**src/rtl/easing_curve_tween_unit_defines.svh**
```systemverilog
// Assertion macros shared by the tween unit RTL.
`ifndef EASING_CURVE_TWEEN_UNIT_DEFINES_SVH
`define EASING_CURVE_TWEEN_UNIT_DEFINES_SVH

// Same-cycle implication, sampled on the rising clock edge, off during reset.
`define ECT_ASSERT_IMPL(lbl, ante, cons, msg) \
  lbl: assert property (@(posedge clk_i) disable iff (!rst_ni) (ante) |-> (cons)) \
    else $error(msg);

// Next-cycle implication, sampled on the rising clock edge, off during reset.
`define ECT_ASSERT_NEXT(lbl, ante, cons, msg) \
  lbl: assert property (@(posedge clk_i) disable iff (!rst_ni) (ante) |=> (cons)) \
    else $error(msg);

`endif

```
**src/rtl/ect_pkg.sv**
```systemverilog
// Types and constants shared by the tween unit modules.
`timescale 1ns / 1ps
`default_nettype none

package ect_pkg;

  localparam int VALUE_W    = 16;
  localparam int TIME_W     = 16;
  localparam int MODE_W     = 4;
  localparam int CFG_IDX_W  = 2;
  localparam int CFG_DATA_W = 32;

  // Register indexes of the configuration port.
  localparam logic [CFG_IDX_W-1:0] REG_MODE     = 2'd0;
  localparam logic [CFG_IDX_W-1:0] REG_DURATION = 2'd1;
  localparam logic [CFG_IDX_W-1:0] REG_BEGIN    = 2'd2;
  localparam logic [CFG_IDX_W-1:0] REG_END      = 2'd3;

  // Item kinds.
  localparam logic KIND_TICK  = 1'b0;
  localparam logic KIND_START = 1'b1;

  // Curve codes.
  localparam logic [MODE_W-1:0] MODE_LINEAR       = 4'd0;
  localparam logic [MODE_W-1:0] MODE_IN           = 4'd1;
  localparam logic [MODE_W-1:0] MODE_OUT          = 4'd2;
  localparam logic [MODE_W-1:0] MODE_INOUT        = 4'd3;
  localparam logic [MODE_W-1:0] MODE_OUTIN        = 4'd4;
  localparam logic [MODE_W-1:0] MODE_BACKIN       = 4'd5;
  localparam logic [MODE_W-1:0] MODE_OUTBACK      = 4'd6;
  localparam logic [MODE_W-1:0] MODE_OUTELASTIC   = 4'd7;
  localparam logic [MODE_W-1:0] MODE_INELASTIC    = 4'd8;
  localparam logic [MODE_W-1:0] MODE_OUT_BOUNCE   = 4'd9;
  localparam logic [MODE_W-1:0] MODE_IN_BOUNCE    = 4'd10;
  localparam logic [MODE_W-1:0] MODE_INOUT_BOUNCE = 4'd11;
  localparam logic [MODE_W-1:0] MODE_COUNT        = 4'd12;

  // Operand selections of the shared multiplier.
  localparam int MUL_SEL_W = 3;
  localparam logic [MUL_SEL_W-1:0] MUL_TS = 3'd0;
  localparam logic [MUL_SEL_W-1:0] MUL_TC = 3'd1;
  localparam logic [MUL_SEL_W-1:0] MUL_T4 = 3'd2;
  localparam logic [MUL_SEL_W-1:0] MUL_T5 = 3'd3;
  localparam logic [MUL_SEL_W-1:0] MUL_OB = 3'd4;

  typedef struct packed {
    logic              kind;
    logic [TIME_W-1:0] time_increment;
  } in_item_t;

  typedef struct packed {
    logic signed [VALUE_W-1:0] current_value;
    logic                      running;
    logic                      just_finished;
  } out_item_t;

  typedef struct packed {
    logic                 accept;
    logic                 div_step;
    logic                 barg;
    logic                 bw;
    logic                 mul_step;
    logic [MUL_SEL_W-1:0] mul_sel;
    logic                 poly;
    logic                 scale;
    logic                 sum;
    logic                 out_load;
  } cmd_t;

  typedef struct packed {
    logic need_curve;
    logic out_free;
  } sts_t;

endpackage

`default_nettype wire

```
**src/rtl/ect_datapath.sv**
```systemverilog
// Datapath: registers, divider, shared multiplier, curve and output stage.
`timescale 1ns / 1ps
`default_nettype none

module ect_datapath #(
  parameter int FRAC_BITS = 16
) (
  input  wire                                  clk_i,
  input  wire                                  rst_ni,
  input  wire                                  cfg_valid_i,
  input  wire  [ect_pkg::CFG_IDX_W-1:0]        cfg_index_i,
  input  wire  [ect_pkg::CFG_DATA_W-1:0]       cfg_data_i,
  input  ect_pkg::in_item_t                    in_data_i,
  input  wire                                  out_ready_i,
  input  ect_pkg::cmd_t                        cmd_i,
  output ect_pkg::sts_t                        sts_o,
  output logic                                 out_valid_o,
  output ect_pkg::out_item_t                   out_data_o
);

  localparam int TW  = ect_pkg::TIME_W;
  localparam int VW  = ect_pkg::VALUE_W;
  localparam int F   = FRAC_BITS;
  localparam int UW  = F + 1;
  localparam int MW  = F + 3;
  localparam int WW  = UW + 6;
  localparam int PW  = F + 12;
  localparam int CVW = VW + 1;
  localparam int SPW = CVW + PW;
  localparam int SHW = SPW - F;

  localparam logic [UW-1:0]          ONE_U = {1'b1, {F{1'b0}}};
  localparam logic signed [WW-1:0]   K4    = WW'(4 * (1 << F));
  localparam logic signed [WW-1:0]   K6    = WW'(6 * (1 << F));
  localparam logic signed [WW-1:0]   K8    = WW'(8 * (1 << F));
  localparam logic signed [WW-1:0]   K9    = WW'(9 * (1 << F));
  localparam logic signed [WW-1:0]   K10   = WW'(10 * (1 << F));
  localparam logic signed [WW-1:0]   K21   = WW'(21 * (1 << F));
  localparam logic [UW-1:0]          OFS1  = UW'(3 << (F - 2));
  localparam logic [UW-1:0]          OFS2  = UW'(15 << (F - 4));
  localparam logic [UW-1:0]          OFS3  = UW'(63 << (F - 6));
  localparam logic signed [SPW-1:0]  HALF  = SPW'(1) << (F - 1);
  localparam logic signed [SHW:0]    VMAX  = (SHW+1)'((1 << (VW - 1)) - 1);
  localparam logic signed [SHW:0]    VMIN  = -VMAX - (SHW+1)'(1);

  // Configuration registers.
  logic [ect_pkg::MODE_W-1:0] mode_q;
  logic [TW-1:0]              dur_q;
  logic signed [VW-1:0]       beg_q, end_q;

  always_ff @(posedge clk_i or negedge rst_ni) begin
    if (!rst_ni) begin
      mode_q <= '0;
      dur_q  <= '0;
      beg_q  <= '0;
      end_q  <= '0;
    end else if (cfg_valid_i) begin
      case (cfg_index_i)
        ect_pkg::REG_MODE:     mode_q <= cfg_data_i[ect_pkg::MODE_W-1:0];
        ect_pkg::REG_DURATION: dur_q  <= cfg_data_i[TW-1:0];
        ect_pkg::REG_BEGIN:    beg_q  <= cfg_data_i[VW-1:0];
        ect_pkg::REG_END:      end_q  <= cfg_data_i[VW-1:0];
        default: ;
      endcase
    end
  end

  logic [TW-1:0]        elapsed_q;
  logic                 active_q, fin_q;
  logic signed [VW-1:0] held_q;
  logic signed [VW-1:0] result_w;

  // Time accumulation and the finishing test for a tick.
  logic [TW:0] sum_w;
  logic        finish_w;
  assign sum_w    = {1'b0, elapsed_q} + {1'b0, in_data_i.time_increment};
  assign finish_w = (dur_q == '0) || (sum_w > {1'b0, dur_q});

  assign sts_o.need_curve = (in_data_i.kind == ect_pkg::KIND_TICK) && active_q && !finish_w;

  // Tween state, updated on the input transfer and at the final sum.
  always_ff @(posedge clk_i or negedge rst_ni) begin
    if (!rst_ni) begin
      elapsed_q <= '0;
      active_q  <= 1'b0;
      fin_q     <= 1'b0;
      held_q    <= '0;
    end else if (cmd_i.accept) begin
      fin_q <= 1'b0;
      if (in_data_i.kind == ect_pkg::KIND_START) begin
        active_q  <= 1'b1;
        elapsed_q <= '0;
        held_q    <= beg_q;
      end else if (active_q) begin
        if (finish_w) begin
          elapsed_q <= dur_q;
          held_q    <= end_q;
          active_q  <= 1'b0;
          fin_q     <= 1'b1;
        end else begin
          elapsed_q <= sum_w[TW-1:0];
        end
      end
    end else if (cmd_i.sum) begin
      held_q <= result_w;
    end
  end

  // Restoring divider: one quotient bit of time/duration per step.
  logic [TW:0]   rem_q, r2_w;
  logic [F-1:0]  quo_q;
  logic          eq_q, ge_w;
  logic [UW-1:0] u_w;
  assign r2_w = {rem_q[TW-1:0], 1'b0};
  assign ge_w = r2_w >= {1'b0, dur_q};
  assign u_w  = eq_q ? ONE_U : {1'b0, quo_q};

  always_ff @(posedge clk_i) begin
    if (cmd_i.accept) begin
      rem_q <= sum_w;
      quo_q <= '0;
      eq_q  <= (sum_w == {1'b0, dur_q});
    end else if (cmd_i.div_step) begin
      rem_q <= ge_w ? (r2_w - {1'b0, dur_q}) : r2_w;
      quo_q <= {quo_q[F-2:0], ge_w};
    end
  end

  // Bounce argument: mirrored or doubled position depending on the curve.
  logic [UW:0]   two_u_w;
  logic [UW-1:0] arg_d, arg_q;
  logic          half_lo_d, half_lo_q;
  assign two_u_w   = {u_w, 1'b0};
  assign half_lo_d = two_u_w < {1'b0, ONE_U};

  always_comb begin
    case (mode_q)
      ect_pkg::MODE_IN_BOUNCE:    arg_d = ONE_U - u_w;
      ect_pkg::MODE_INOUT_BOUNCE: arg_d = half_lo_d ? UW'({1'b0, ONE_U} - two_u_w)
                                                    : UW'(two_u_w - {1'b0, ONE_U});
      default:                    arg_d = u_w;
    endcase
  end

  // Bounce segment and the magnitude of its offset term.
  logic [UW+3:0]        x11_w;
  logic signed [WW-1:0] x11s_w, w_w;
  logic [1:0]           seg_d, seg_q;
  logic [MW-1:0]        wabs_q;
  assign x11_w  = (UW+4)'(arg_q) * (UW+4)'(11);
  assign x11s_w = $signed({2'b00, x11_w});

  always_comb begin
    if (x11s_w < K4) begin
      seg_d = 2'd0;
      w_w   = x11s_w;
    end else if (x11s_w < K8) begin
      seg_d = 2'd1;
      w_w   = x11s_w - K6;
    end else if (x11s_w < K10) begin
      seg_d = 2'd2;
      w_w   = x11s_w - K9;
    end else begin
      seg_d = 2'd3;
      w_w   = (x11s_w <<< 1) - K21;
    end
  end

  always_ff @(posedge clk_i) begin
    if (cmd_i.barg) begin
      arg_q     <= arg_d;
      half_lo_q <= half_lo_d;
    end
    if (cmd_i.bw) begin
      seg_q  <= seg_d;
      wabs_q <= MW'(w_w < 0 ? -w_w : w_w);
    end
  end

  // Shared multiplier for the powers of u and the bounce square.
  logic [UW-1:0]   ts_q, tc_q, t4_q, t5_q, ob_q;
  logic [MW-1:0]   ma_w, mb_w;
  logic [2*MW-1:0] prod_w;

  always_comb begin
    case (cmd_i.mul_sel)
      ect_pkg::MUL_TS: begin ma_w = MW'(u_w);  mb_w = MW'(u_w);  end
      ect_pkg::MUL_TC: begin ma_w = MW'(ts_q); mb_w = MW'(u_w);  end
      ect_pkg::MUL_T4: begin ma_w = MW'(ts_q); mb_w = MW'(ts_q); end
      ect_pkg::MUL_T5: begin ma_w = MW'(tc_q); mb_w = MW'(ts_q); end
      default:         begin ma_w = wabs_q;    mb_w = wabs_q;    end
    endcase
  end
  assign prod_w = (2*MW)'(ma_w) * (2*MW)'(mb_w);

  always_ff @(posedge clk_i) begin
    if (cmd_i.mul_step) begin
      case (cmd_i.mul_sel)
        ect_pkg::MUL_TS: ts_q <= UW'(prod_w >> F);
        ect_pkg::MUL_TC: tc_q <= UW'(prod_w >> F);
        ect_pkg::MUL_T4: t4_q <= UW'(prod_w >> F);
        ect_pkg::MUL_T5: t5_q <= UW'(prod_w >> F);
        default: begin
          case (seg_q)
            2'd0:    ob_q <= UW'(prod_w >> (F + 4));
            2'd1:    ob_q <= UW'(prod_w >> (F + 4)) + OFS1;
            2'd2:    ob_q <= UW'(prod_w >> (F + 4)) + OFS2;
            default: ob_q <= UW'(prod_w >> (F + 6)) + OFS3;
          endcase
        end
      endcase
    end
  end

  // Curve value from the powers of u or the bounce term.
  logic signed [PW-1:0] su, sts, stc, st4, st5, sob, sone, p_d, p_q;
  assign su   = $signed(PW'(u_w));
  assign sts  = $signed(PW'(ts_q));
  assign stc  = $signed(PW'(tc_q));
  assign st4  = $signed(PW'(t4_q));
  assign st5  = $signed(PW'(t5_q));
  assign sob  = $signed(PW'(ob_q));
  assign sone = $signed(PW'(ONE_U));

  always_comb begin
    case (mode_q)
      ect_pkg::MODE_LINEAR:     p_d = su;
      ect_pkg::MODE_IN:         p_d = st4;
      ect_pkg::MODE_OUT:        p_d = PW'(-st4 + 4 * stc - 6 * sts + 4 * su);
      ect_pkg::MODE_INOUT:      p_d = PW'(6 * st5 - 15 * st4 + 10 * stc);
      ect_pkg::MODE_OUTIN:      p_d = PW'(6 * stc - 9 * sts + 4 * su);
      ect_pkg::MODE_BACKIN:     p_d = PW'(2 * st4 + 2 * stc - 3 * sts);
      ect_pkg::MODE_OUTBACK:    p_d = PW'(-2 * st4 + 10 * stc - 15 * sts + 8 * su);
      ect_pkg::MODE_OUTELASTIC: p_d = PW'(56 * st5 - 175 * st4 + 200 * stc - 100 * sts
                                          + 20 * su);
      ect_pkg::MODE_INELASTIC:  p_d = PW'(56 * st5 - 105 * st4 + 60 * stc - 10 * sts);
      ect_pkg::MODE_OUT_BOUNCE: p_d = sob;
      ect_pkg::MODE_IN_BOUNCE:  p_d = sone - sob;
      ect_pkg::MODE_INOUT_BOUNCE: p_d = half_lo_q ? ((sone - sob) >>> 1)
                                                  : ((sob + sone) >>> 1);
      default:                  p_d = '0;
    endcase
  end

  // Scaling by the change, with rounding to nearest.
  logic signed [CVW-1:0] chg_w;
  logic signed [SPW-1:0] scale_q;
  assign chg_w = $signed({end_q[VW-1], end_q}) - $signed({beg_q[VW-1], beg_q});

  always_ff @(posedge clk_i) begin
    if (cmd_i.poly)  p_q     <= p_d;
    if (cmd_i.scale) scale_q <= SPW'(chg_w) * SPW'(p_q) + HALF;
  end

  // Offset by the begin value and saturate.
  logic signed [SHW-1:0] sh_w;
  logic signed [SHW:0]   tot_w;
  assign sh_w  = SHW'(scale_q >>> F);
  assign tot_w = $signed({sh_w[SHW-1], sh_w}) + (SHW+1)'(beg_q);

  always_comb begin
    if (mode_q >= ect_pkg::MODE_COUNT) begin
      result_w = beg_q;
    end else if (tot_w > VMAX) begin
      result_w = VW'(VMAX);
    end else if (tot_w < VMIN) begin
      result_w = VW'(VMIN);
    end else begin
      result_w = VW'(tot_w);
    end
  end

  // Output register.
  logic      out_valid_q;
  ect_pkg::out_item_t out_q;
  assign sts_o.out_free = !out_valid_q || out_ready_i;
  assign out_valid_o    = out_valid_q;
  assign out_data_o     = out_q;

  always_ff @(posedge clk_i or negedge rst_ni) begin
    if (!rst_ni) begin
      out_valid_q <= 1'b0;
    end else if (cmd_i.out_load) begin
      out_valid_q <= 1'b1;
    end else if (out_ready_i) begin
      out_valid_q <= 1'b0;
    end
  end

  always_ff @(posedge clk_i) begin
    if (cmd_i.out_load) begin
      out_q.current_value <= held_q;
      out_q.running       <= active_q;
      out_q.just_finished <= fin_q;
    end
  end

endmodule

`default_nettype wire

```
**src/rtl/ect_controller.sv**
```systemverilog
// Controller: sequences one item through divider, multiplier and output.
`timescale 1ns / 1ps
`default_nettype none

module ect_controller #(
  parameter int FRAC_BITS = 16
) (
  input  wire            clk_i,
  input  wire            rst_ni,
  input  wire            in_valid_i,
  output logic           in_ready_o,
  input  ect_pkg::sts_t  sts_i,
  output ect_pkg::cmd_t  cmd_o
);

  localparam int CW = $clog2(FRAC_BITS);

  localparam logic [3:0] S_IDLE  = 4'd0;
  localparam logic [3:0] S_DIV   = 4'd1;
  localparam logic [3:0] S_BARG  = 4'd2;
  localparam logic [3:0] S_BW    = 4'd3;
  localparam logic [3:0] S_MUL   = 4'd4;
  localparam logic [3:0] S_POLY  = 4'd5;
  localparam logic [3:0] S_SCALE = 4'd6;
  localparam logic [3:0] S_SUM   = 4'd7;
  localparam logic [3:0] S_DONE  = 4'd8;

  logic [3:0]    state_d, state_q;
  logic [CW-1:0] cnt_d, cnt_q;

  // Next state and commands.
  always_comb begin
    state_d    = state_q;
    cnt_d      = cnt_q;
    cmd_o      = '0;
    in_ready_o = 1'b0;
    cmd_o.mul_sel = cnt_q[ect_pkg::MUL_SEL_W-1:0];
    case (state_q)
      S_IDLE: begin
        in_ready_o = 1'b1;
        if (in_valid_i) begin
          cmd_o.accept = 1'b1;
          cnt_d        = '0;
          state_d      = sts_i.need_curve ? S_DIV : S_DONE;
        end
      end
      S_DIV: begin
        cmd_o.div_step = 1'b1;
        if (cnt_q == CW'(FRAC_BITS - 1)) begin
          cnt_d   = '0;
          state_d = S_BARG;
        end else begin
          cnt_d = cnt_q + CW'(1);
        end
      end
      S_BARG: begin
        cmd_o.barg = 1'b1;
        state_d    = S_BW;
      end
      S_BW: begin
        cmd_o.bw = 1'b1;
        state_d  = S_MUL;
      end
      S_MUL: begin
        cmd_o.mul_step = 1'b1;
        if (cnt_q == CW'(ect_pkg::MUL_OB)) begin
          state_d = S_POLY;
        end else begin
          cnt_d = cnt_q + CW'(1);
        end
      end
      S_POLY: begin
        cmd_o.poly = 1'b1;
        state_d    = S_SCALE;
      end
      S_SCALE: begin
        cmd_o.scale = 1'b1;
        state_d     = S_SUM;
      end
      S_SUM: begin
        cmd_o.sum = 1'b1;
        state_d   = S_DONE;
      end
      S_DONE: begin
        if (sts_i.out_free) begin
          cmd_o.out_load = 1'b1;
          state_d        = S_IDLE;
        end
      end
      default: state_d = S_IDLE;
    endcase
  end

  always_ff @(posedge clk_i or negedge rst_ni) begin
    if (!rst_ni) begin
      state_q <= S_IDLE;
      cnt_q   <= '0;
    end else begin
      state_q <= state_d;
      cnt_q   <= cnt_d;
    end
  end

endmodule

`default_nettype wire

```
**src/rtl/easing_curve_tween_unit.sv**
```systemverilog
// Top level of the easing curve tween unit.
//
// Usage: configure curve, duration, begin and end values through the
// configuration channel (always ready) while the unit is idle. Each input
// transfer is either a start, which re-arms the tween, or a tick, which
// advances the elapsed time by its increment. Every input item yields
// exactly one result item: the eased value, the running flag and a
// just-finished pulse on the tick that ends the tween.
// Sequencing: one item is in flight at a time. A start, an idle tick or a
// finishing tick goes straight from its transfer to the done state, which
// loads its result into the output register. A tick inside the tween runs
// the restoring divider over FRAC_BITS quotient bits, then bounce set-up,
// five passes of the shared multiplier, curve, scale, sum and the done state.
// Reset clears configuration, tween state and output valid; the tween goes idle with value zero.
// The result waits in an output register; while the receiver stalls, the
// unit can take and work on the next item, then holds in the done state,
// taking no new input until the waiting result has been transferred.
`timescale 1ns / 1ps
`default_nettype none
`include "easing_curve_tween_unit_defines.svh"

module easing_curve_tween_unit #(
  parameter int FRAC_BITS = 16
) (
  input  wire                             clk_i,
  input  wire                             rst_ni,
  input  wire                             cfg_valid_i,
  output logic                            cfg_ready_o,
  input  wire  [ect_pkg::CFG_IDX_W-1:0]   cfg_index_i,
  input  wire  [ect_pkg::CFG_DATA_W-1:0]  cfg_data_i,
  input  wire                             in_valid_i,
  output logic                            in_ready_o,
  input  ect_pkg::in_item_t               in_data_i,
  output logic                            out_valid_o,
  input  wire                             out_ready_i,
  output ect_pkg::out_item_t              out_data_o
);

  ect_pkg::cmd_t cmd;
  ect_pkg::sts_t sts;

  assign cfg_ready_o = 1'b1;

  // Sequencer.
  ect_controller #(
    .FRAC_BITS (FRAC_BITS)
  ) u_ctrl (
    .clk_i      (clk_i),
    .rst_ni     (rst_ni),
    .in_valid_i (in_valid_i),
    .in_ready_o (in_ready_o),
    .sts_i      (sts),
    .cmd_o      (cmd)
  );

  // Arithmetic and state.
  ect_datapath #(
    .FRAC_BITS (FRAC_BITS)
  ) u_dp (
    .clk_i       (clk_i),
    .rst_ni      (rst_ni),
    .cfg_valid_i (cfg_valid_i),
    .cfg_index_i (cfg_index_i),
    .cfg_data_i  (cfg_data_i),
    .in_data_i   (in_data_i),
    .out_ready_i (out_ready_i),
    .cmd_i       (cmd),
    .sts_o       (sts),
    .out_valid_o (out_valid_o),
    .out_data_o  (out_data_o)
  );

  // Checks on the sequencing.
  `ECT_ASSERT_NEXT(a_one_in_flight, in_valid_i && in_ready_o, !in_ready_o, "taken while busy")
  `ECT_ASSERT_IMPL(a_load_free, cmd.out_load, sts.out_free, "result overwritten")
  `ECT_ASSERT_IMPL(a_fin_idle, out_valid_o && out_data_o.just_finished, !out_data_o.running, "flags clash")

endmodule

`default_nettype wire
```
**config.mk**
```make
export PLATFORM = sky130hd
export DESIGN_NAME = easing_curve_tween_unit
export DESIGN_NICKNAME = d
export VERILOG_FILES = /design/src/rtl/ect_pkg.sv /design/src/rtl/ect_datapath.sv /design/src/rtl/ect_controller.sv /design/src/rtl/easing_curve_tween_unit.sv
export VERILOG_INCLUDE_DIRS = /design/src /design/src/rtl
export SDC_FILE = /design/constraint.sdc
export NUM_CORES = 2
export LEC_CHECK = 0
export ABC_AREA = 0
export BUFFER_PORTS_ARGS = -buffer_cell sky130_fd_sc_hd__buf_2
export CAP_MARGIN = 5
export CORE_ASPECT_RATIO = 1.2
export CORE_MARGIN = 10
export CORE_UTILIZATION = 49
export DETAILED_ROUTE_END_ITERATION = 16
export PLACE_DENSITY_LB_ADDON = 0.12
export SYNTH_ARGS = -nofsm -noshare
export SYNTH_HDL_FRONTEND = slang
export SYNTH_SLANG_ARGS = --single-unit
```
**constraint.sdc**
```tcl
create_clock -name clk_i -period 17.5 [get_ports clk_i]
set_input_delay 3.5 -clock clk_i [delete_from_list [all_inputs] [get_ports clk_i]]
set_output_delay 3.5 -clock clk_i [all_outputs]
set_load 0.01 [all_outputs]
```
Yosys cells after proc, flatten, opt, wreduce, memory -nomap -nowiden
Cells that the tools add are included.
Storage, ports and cells
  register bits after elaboration: 343
  latch bits: 0
  memory bits (writable): 0
  ROM bits: 0
  output and inout port bits: 21
  memories: 0
Operators by class
  add/sub/neg operators: 39
  multipliers: 19
  div/mod/pow operators: 0
  order comparisons: 10
  eq/ne operators: 37
  shift-type cells: 0
  multiplexer cells: 58
  bitwise gates (word level): 2
  reduce and logical (&&, ||, !) cells: 35
Operator list (number)
  one-hot mux 28 bit (12 select lines): 1
  subtractor 28 bit: 9
  2-to-1 mux 16 bit: 14
  adder 28 bit: 5
  adder 28 x 20 -> 28 bit: 3
  multiplier 4 x 17 -> 21 bit (first input constant): 4
  multiplier 3 x 17 -> 20 bit (first input constant): 4
  multiplier 2 x 17 -> 19 bit (first input constant): 4
  2-to-1 mux 23 bit: 3
  one-hot mux 19 bit (3 select lines): 1
  one-hot mux 17 bit (3 select lines): 1
  adder 45 x 17 -> 45 bit (second input constant): 1
  multiplier 17 x 28 -> 45 bit: 1
  multiplier 5 x 17 -> 22 bit (first input constant): 2
  < comparator 21 x 20 -> 1 bit (second input constant): 2
  multiplier 19 x 19 -> 38 bit: 1
  one-hot mux 19 bit (2 select lines): 1
  equality test 4 x 3 -> 1 bit (second input constant): 9
  one-hot mux 4 bit (9 select lines): 1
  adder 17 x 16 -> 17 bit (second input constant): 2
  2-to-1 mux 17 bit: 2
  one-hot mux 17 bit (2 select lines): 1
  subtractor 17 bit (first input constant): 2
  2-to-1 mux 4 bit: 8
  other kinds (58): 118

Longest topological paths before layout
  depth in word-level cells: 8
  gate-level depth with buffers: 42
  mapped depth without buffers: 41

Hierarchy
A second synthesis with hierarchy kept.
Second synthesis, totals
  cell total of the unflattened synthesis: 8969
  area, all modules: 81336.8 um2
Modules (own cells, without submodules)
  ect_datapath: times used 1, cells each 8903, area each 80736.2 um2, seq. area each 8983.6 um2
  ect_controller: times used 1, cells each 64, area each 589.3 um2, seq. area each 200.2 um2
  easing_curve_tween_unit: times used 1, cells each 2, area each 11.3 um2, seq. area each 0.0 um2

Worst setup path after synthesis
No wires, ideal clock.
  kind: register to register
  start point: register u_ctrl.cnt_q[2]
  end point: register u_dp.ob_q[14], data pin
  setup time: 0.254 ns
  arrival time: 9.028 ns
  data required time: 17.246 ns
  slack: 8.218 ns
  cell stages (with the launch flop): 39
  period minus slack after synthesis: 9.282 ns
  path through: dfrtp_1 buf_2 inv_1 clkbuf_1 ha_1 clkbuf_1 nor2_1 clkbuf_1 buf_1 a221oi_1 nor2_1 fa_1 fa_1 inv_1 fa_1 inv_1 fa_1 fa_1 [... 3 more ...] ha_1 a21o_1 a21o_1 a221o_1 a41oi_2 o21ai_2 a221o_2 a31oi_4 a21oi_2 a31o_1 or2_2 nand2_1 ha_1 nand2_1 nand3_1 nand3_1 a21oi_1 nor2_1
Between the ends
  longest elaborated chain between the ends: 6
  elaborated cells between the ends (all ways): 14
  those cells by class: add/sub: 3; mul: 1; eq/ne: 3; mux: 3; reduce/logical: 4
Ends and longest elaborated chain
  start: declaration: line ect_controller.sv:29  | logic [CW-1:0] cnt_d, cnt_q;
  start signal: assignment: line ect_controller.sv:100  | cnt_q <= cnt_d;
  equality test 3 x 1 -> 1 bit (tied with other cells): line ect_datapath.sv:186  | case (cmd_i.mul_sel)
  OR reduction 2 bit (no source line)
  one-hot mux 19 bit (3 select lines) / one-hot mux 19 bit (2 select lines) (equally long branches): line ect_datapath.sv:186
  multiplier 19 x 19 -> 38 bit *: line ect_datapath.sv:194  | assign prod_w = (2*MW)'(ma_w) * (2*MW)'(mb_w);
  adder 17 x 16 -> 17 bit (tied with other cells): line ect_datapath.sv:207  | 2'd2: ob_q <= UW'(prod_w >> (F + 4)) + OFS2;
  one-hot mux 17 bit (3 select lines) *: line ect_datapath.sv:204  | case (seg_q)
  end signal: assignment: line ect_datapath.sv:205  | 2'd0: ob_q <= UW'(prod_w >> (F + 4));
  end signal: assignment: line ect_datapath.sv:207
  end signal: assignment: line ect_datapath.sv:208  | default: ob_q <= UW'(prod_w >> (F + 6)) + OFS3;
  end: declaration: line ect_datapath.sv:181  | logic [UW-1:0] ts_q, tc_q, t4_q, t5_q, ob_q;
Every way passes the cells marked *; elsewhere a longest branch is shown, timed or not.
A chain may end at the register's enable or synchronous reset.

Final worst setup path
  start point: register u_dp.beg_q[1]
  end point: register u_dp.scale_q[44], data pin
Between the ends
  longest elaborated chain between the ends: 3
Ends and longest elaborated chain
  start: declaration: line ect_datapath.sv:49  | logic signed [VW-1:0] beg_q, end_q;
  start signal: assignment: line ect_datapath.sv:61  | ect_pkg::REG_BEGIN: beg_q <= cfg_data_i[VW-1:0];
  subtractor 16 x 16 -> 17 bit: line ect_datapath.sv:248  | assign chg_w = $signed({end_q[VW-1], end_q}) - $signed({beg_q[VW-1], beg_q});
  multiplier 17 x 28 -> 45 bit: line ect_datapath.sv:252  | if (cmd_i.scale) scale_q <= SPW'(chg_w) * SPW'(p_q) + HALF;
  adder 45 x 17 -> 45 bit: line ect_datapath.sv:252
  end signal: assignment: line ect_datapath.sv:252
  end: declaration: line ect_datapath.sv:247  | logic signed [SPW-1:0] scale_q;
No other way between the ends.

==> flow_metrics.env <==
export IMPL_status="complete, no violations"
export IMPL_n_fill_cell=15331
export IMPL_ant_nets=0
export IMPL_overflow=0
export IMPL_place_gp_congestion=0.979
export IMPL_syn_cell_area_um2=79700
export IMPL_grt_pass1_wl_um=383000
export IMPL_syn_inst=8873
export IMPL_rows=162
export IMPL_crit_buf_inv=6
export IMPL_syn_nets=11183
export IMPL_initial_utilization=0.492
export IMPL_crit_top_cell="fa_1"
export IMPL_setup_viol=0
export IMPL_wirelength_um=249000
export IMPL_synthTopCellsByArea="fa_1 (31%), ha_1 (16%), inv_1 (8.7%)"
export IMPL_cp_slowest_stage_delay_ns=0.58
export IMPL_hold_viol_final=0
export IMPL_clk_latency_ns=0.61
export IMPL_cp_arrival_ns=11.40
export IMPL_via_per_inst=5.61
export IMPL_synth_async_reset_ratio=0.291
export IMPL_drive_above_1_share=0.0533
export IMPL_rsz0062_at_grt="no"
export IMPL_fmax_mhz=90.4
export IMPL_final_setup_worst_slack_ns=6.43
export IMPL_cap_violations=0
export IMPL_clk_transition_reported_paths_ns=0.06
export IMPL_area_delta_synth_final_pct=6.04
export IMPL_portBuffers=59
export IMPL_numCtsBuffers=41
export IMPL_worstMarginPinSlew_ns=1.28
export IMPL_hold_path_class="flip-flop to flip-flop"
export IMPL_final_common_cell="inv_1"
export IMPL_num_io_pins=77
export IMPL_grt_start_max_net_pins=69
export IMPL_crit_family="compound AO/OA/AOI/OAI gates"
export IMPL_worstPathMaxFanout=28
export IMPL_drv_slew=0
export IMPL_ys_ff_latch=327
export IMPL_die_w_um=388
export IMPL_critPathCaptureType="flip-flop"
export IMPL_die_area_um2=179000
export IMPL_nets=11226
export IMPL_period_needed_ns=11.07
export IMPL_clock_skew_final_ns=0.0469
export IMPL_cpMaxStageDelayCell="a221oi_2"
export IMPL_required_ns=17.83
export IMPL_cts_tree="built"
export IMPL_yosysTopAreaCellShare=0.309
export IMPL_mostFrequentLayoutCells="inv_1 (1838), fa_1 (1230), ha_1 (1024)"
export IMPL_vias=62182
export IMPL_grt_pass1_vias=64307
export IMPL_ys_warn_count=0
export IMPL_drc=0
export IMPL_track_usage=0.278
export IMPL_cts_setup_buffers=0
export IMPL_ctsHoldBuffers=0
export IMPL_root_buffer="clkbuf_16"
export IMPL_dp_hpwl_um=204000
export IMPL_ys_seq_area_frac=0.115
export IMPL_synth_top_cell_by_area="fa_1"
export IMPL_clockBufferDepth=3
export IMPL_wire_per_inst_um=22.5
export IMPL_synthDistinctLibCells=103
export IMPL_synth_area_per_cell_um2=8.98
export IMPL_die_h_um=462
export IMPL_synthFlopType="edfxtp_1"
export IMPL_fin_crit_sh=0.632
export IMPL_cts_sinks=327
export IMPL_fp_coreArea_um2=162000
export IMPL_start_kind="flip-flop"
export IMPL_place_ws_ns=6.57
export IMPL_first_pass_iters=9
export IMPL_htreeDepth=2
export IMPL_postCtsResizedCells=0
export IMPL_drt_iter0_markers=4809
export IMPL_setup_tns_ns=0
export IMPL_max_slew_margin=0.143
export IMPL_synth_edf_count=216
export IMPL_antenna_found_initial=7
export IMPL_critical_path_class="flip-flop to flip-flop"
==> worst reg2reg max path, delay by kind of cell (launching register included) <==
| family | cells | cell delay, ns |
|---|---|---|
| compound gates | 19 | 5.23 |
| xor+xnor | 1 | 0.08 |
| fa+ha+maj | 8 | 3.44 |
| buf+inv | 6 | 0.60 |
| flops | 1 | 0.48 |
| simple gates | 5 | 0.96 |
==> path summary, 6_finish.rpt <==
kind | end | slack [ns] | from | depth (start not counted)
min in group asynchronous | u_dp.held_q[6]$_DFFE_PN0P_ | 2.82 | rst_ni | 1
worst min-delay path | u_dp.out_data_o[0]$_DFFE_PP_ | 0.46 | u_dp.fin_q$_DFFE_PN0P_ | 0
worst min register to register | u_dp.out_data_o[0]$_DFFE_PP_ | 0.46 | u_dp.fin_q$_DFFE_PN0P_ | 0
worst max register to register | u_dp.scale_q[44]$_DFFE_PP_ | 6.43 | u_dp.beg_q[1]$_DFFE_PN0P_ | 39
max in group asynchronous | u_ctrl.cnt_q[3]$_DFFE_PN0P_ | 13.41 | rst_ni | 2
worst max-delay path | u_dp.scale_q[44]$_DFFE_PP_ | 6.43 | u_dp.beg_q[1]$_DFFE_PN0P_ | 39
==> kinds of logic (layout without fill, tap and decap cells) <==
family	Yosys count	in the layout	share of synthesized area
xor gates and xnor gates	542	542	0.0595
muxes	103	103	0.0138
AOI/OAI and AO/OA	1506	1506	0.123
other	2	5	0.0000942
adders and majority gates	2254	2254	0.470
and+or+nand+nor	2086	2086	0.122
buffers and inverters	2053	2127	0.0971
DFF	327	327	0.115
==> stage by stage <==
stage                     instances  cell area (um2)  hold WS [ns]  utilization
after floorplan                8873            79700         0.424            -
after global placement        11003            83200         0.435        0.513
after detailed placement      11004            83200         0.434        0.513
after CTS                     11078            84500         0.456        0.521
after global routing          11079            84500         0.475        0.521
final                         11082            84500         0.456        0.521
==> state kept, by name, indices dropped and copies added (netlist names), 18 cells and up <==
register	count
u_dp.scale_q	29
u_dp.p_q	28
u_dp.wabs_q	19
u_dp.out_data_o	18
==> cell usage after synthesis (all sizes together) (83+ instances only) <==
cell    count
nand2b     83
a21o      145
nor3      115
inv      1840
xor2      149
nor2b      97
nand2     783
o21ai     358
edfxtp    216
ha       1024
nor2      515
dfrtp      95
and2      175
nand3     103
clkbuf    191
a21oi     406
xnor2     393
fa       1230
==> metal layers <==
metal / part of all wire / wire length, um / global-route usage / vias to the layer above
met5: 0.00013 / 32 / 0 / -
met1: 0.40 / 98600 / 0.342 / 30774
met4: 0.065 / 16300 / 0.148 / 4
met2: 0.48 / 119000 / 0.480 / 2140
li1: - / - / - / 28690
met3: 0.059 / 14700 / 0.0307 / 574
==> cell type report <==
class	count	area (um2)	share of cell area
diodes	3	7.51	0.0000888
clock buffers	48	1100	0.0131
clock inverters	26	263	0.00311
inverters	1843	6920	0.0818
multi-input cells	6493	63000	0.745
flip-flops and latches	327	9180	0.109
well taps	2132	2670	0.0316
repair buffers	210	1430	0.0169
Power is not shown: default switching activity piles up to over one toggle a cycle in this logic, so the estimate is an artifact.
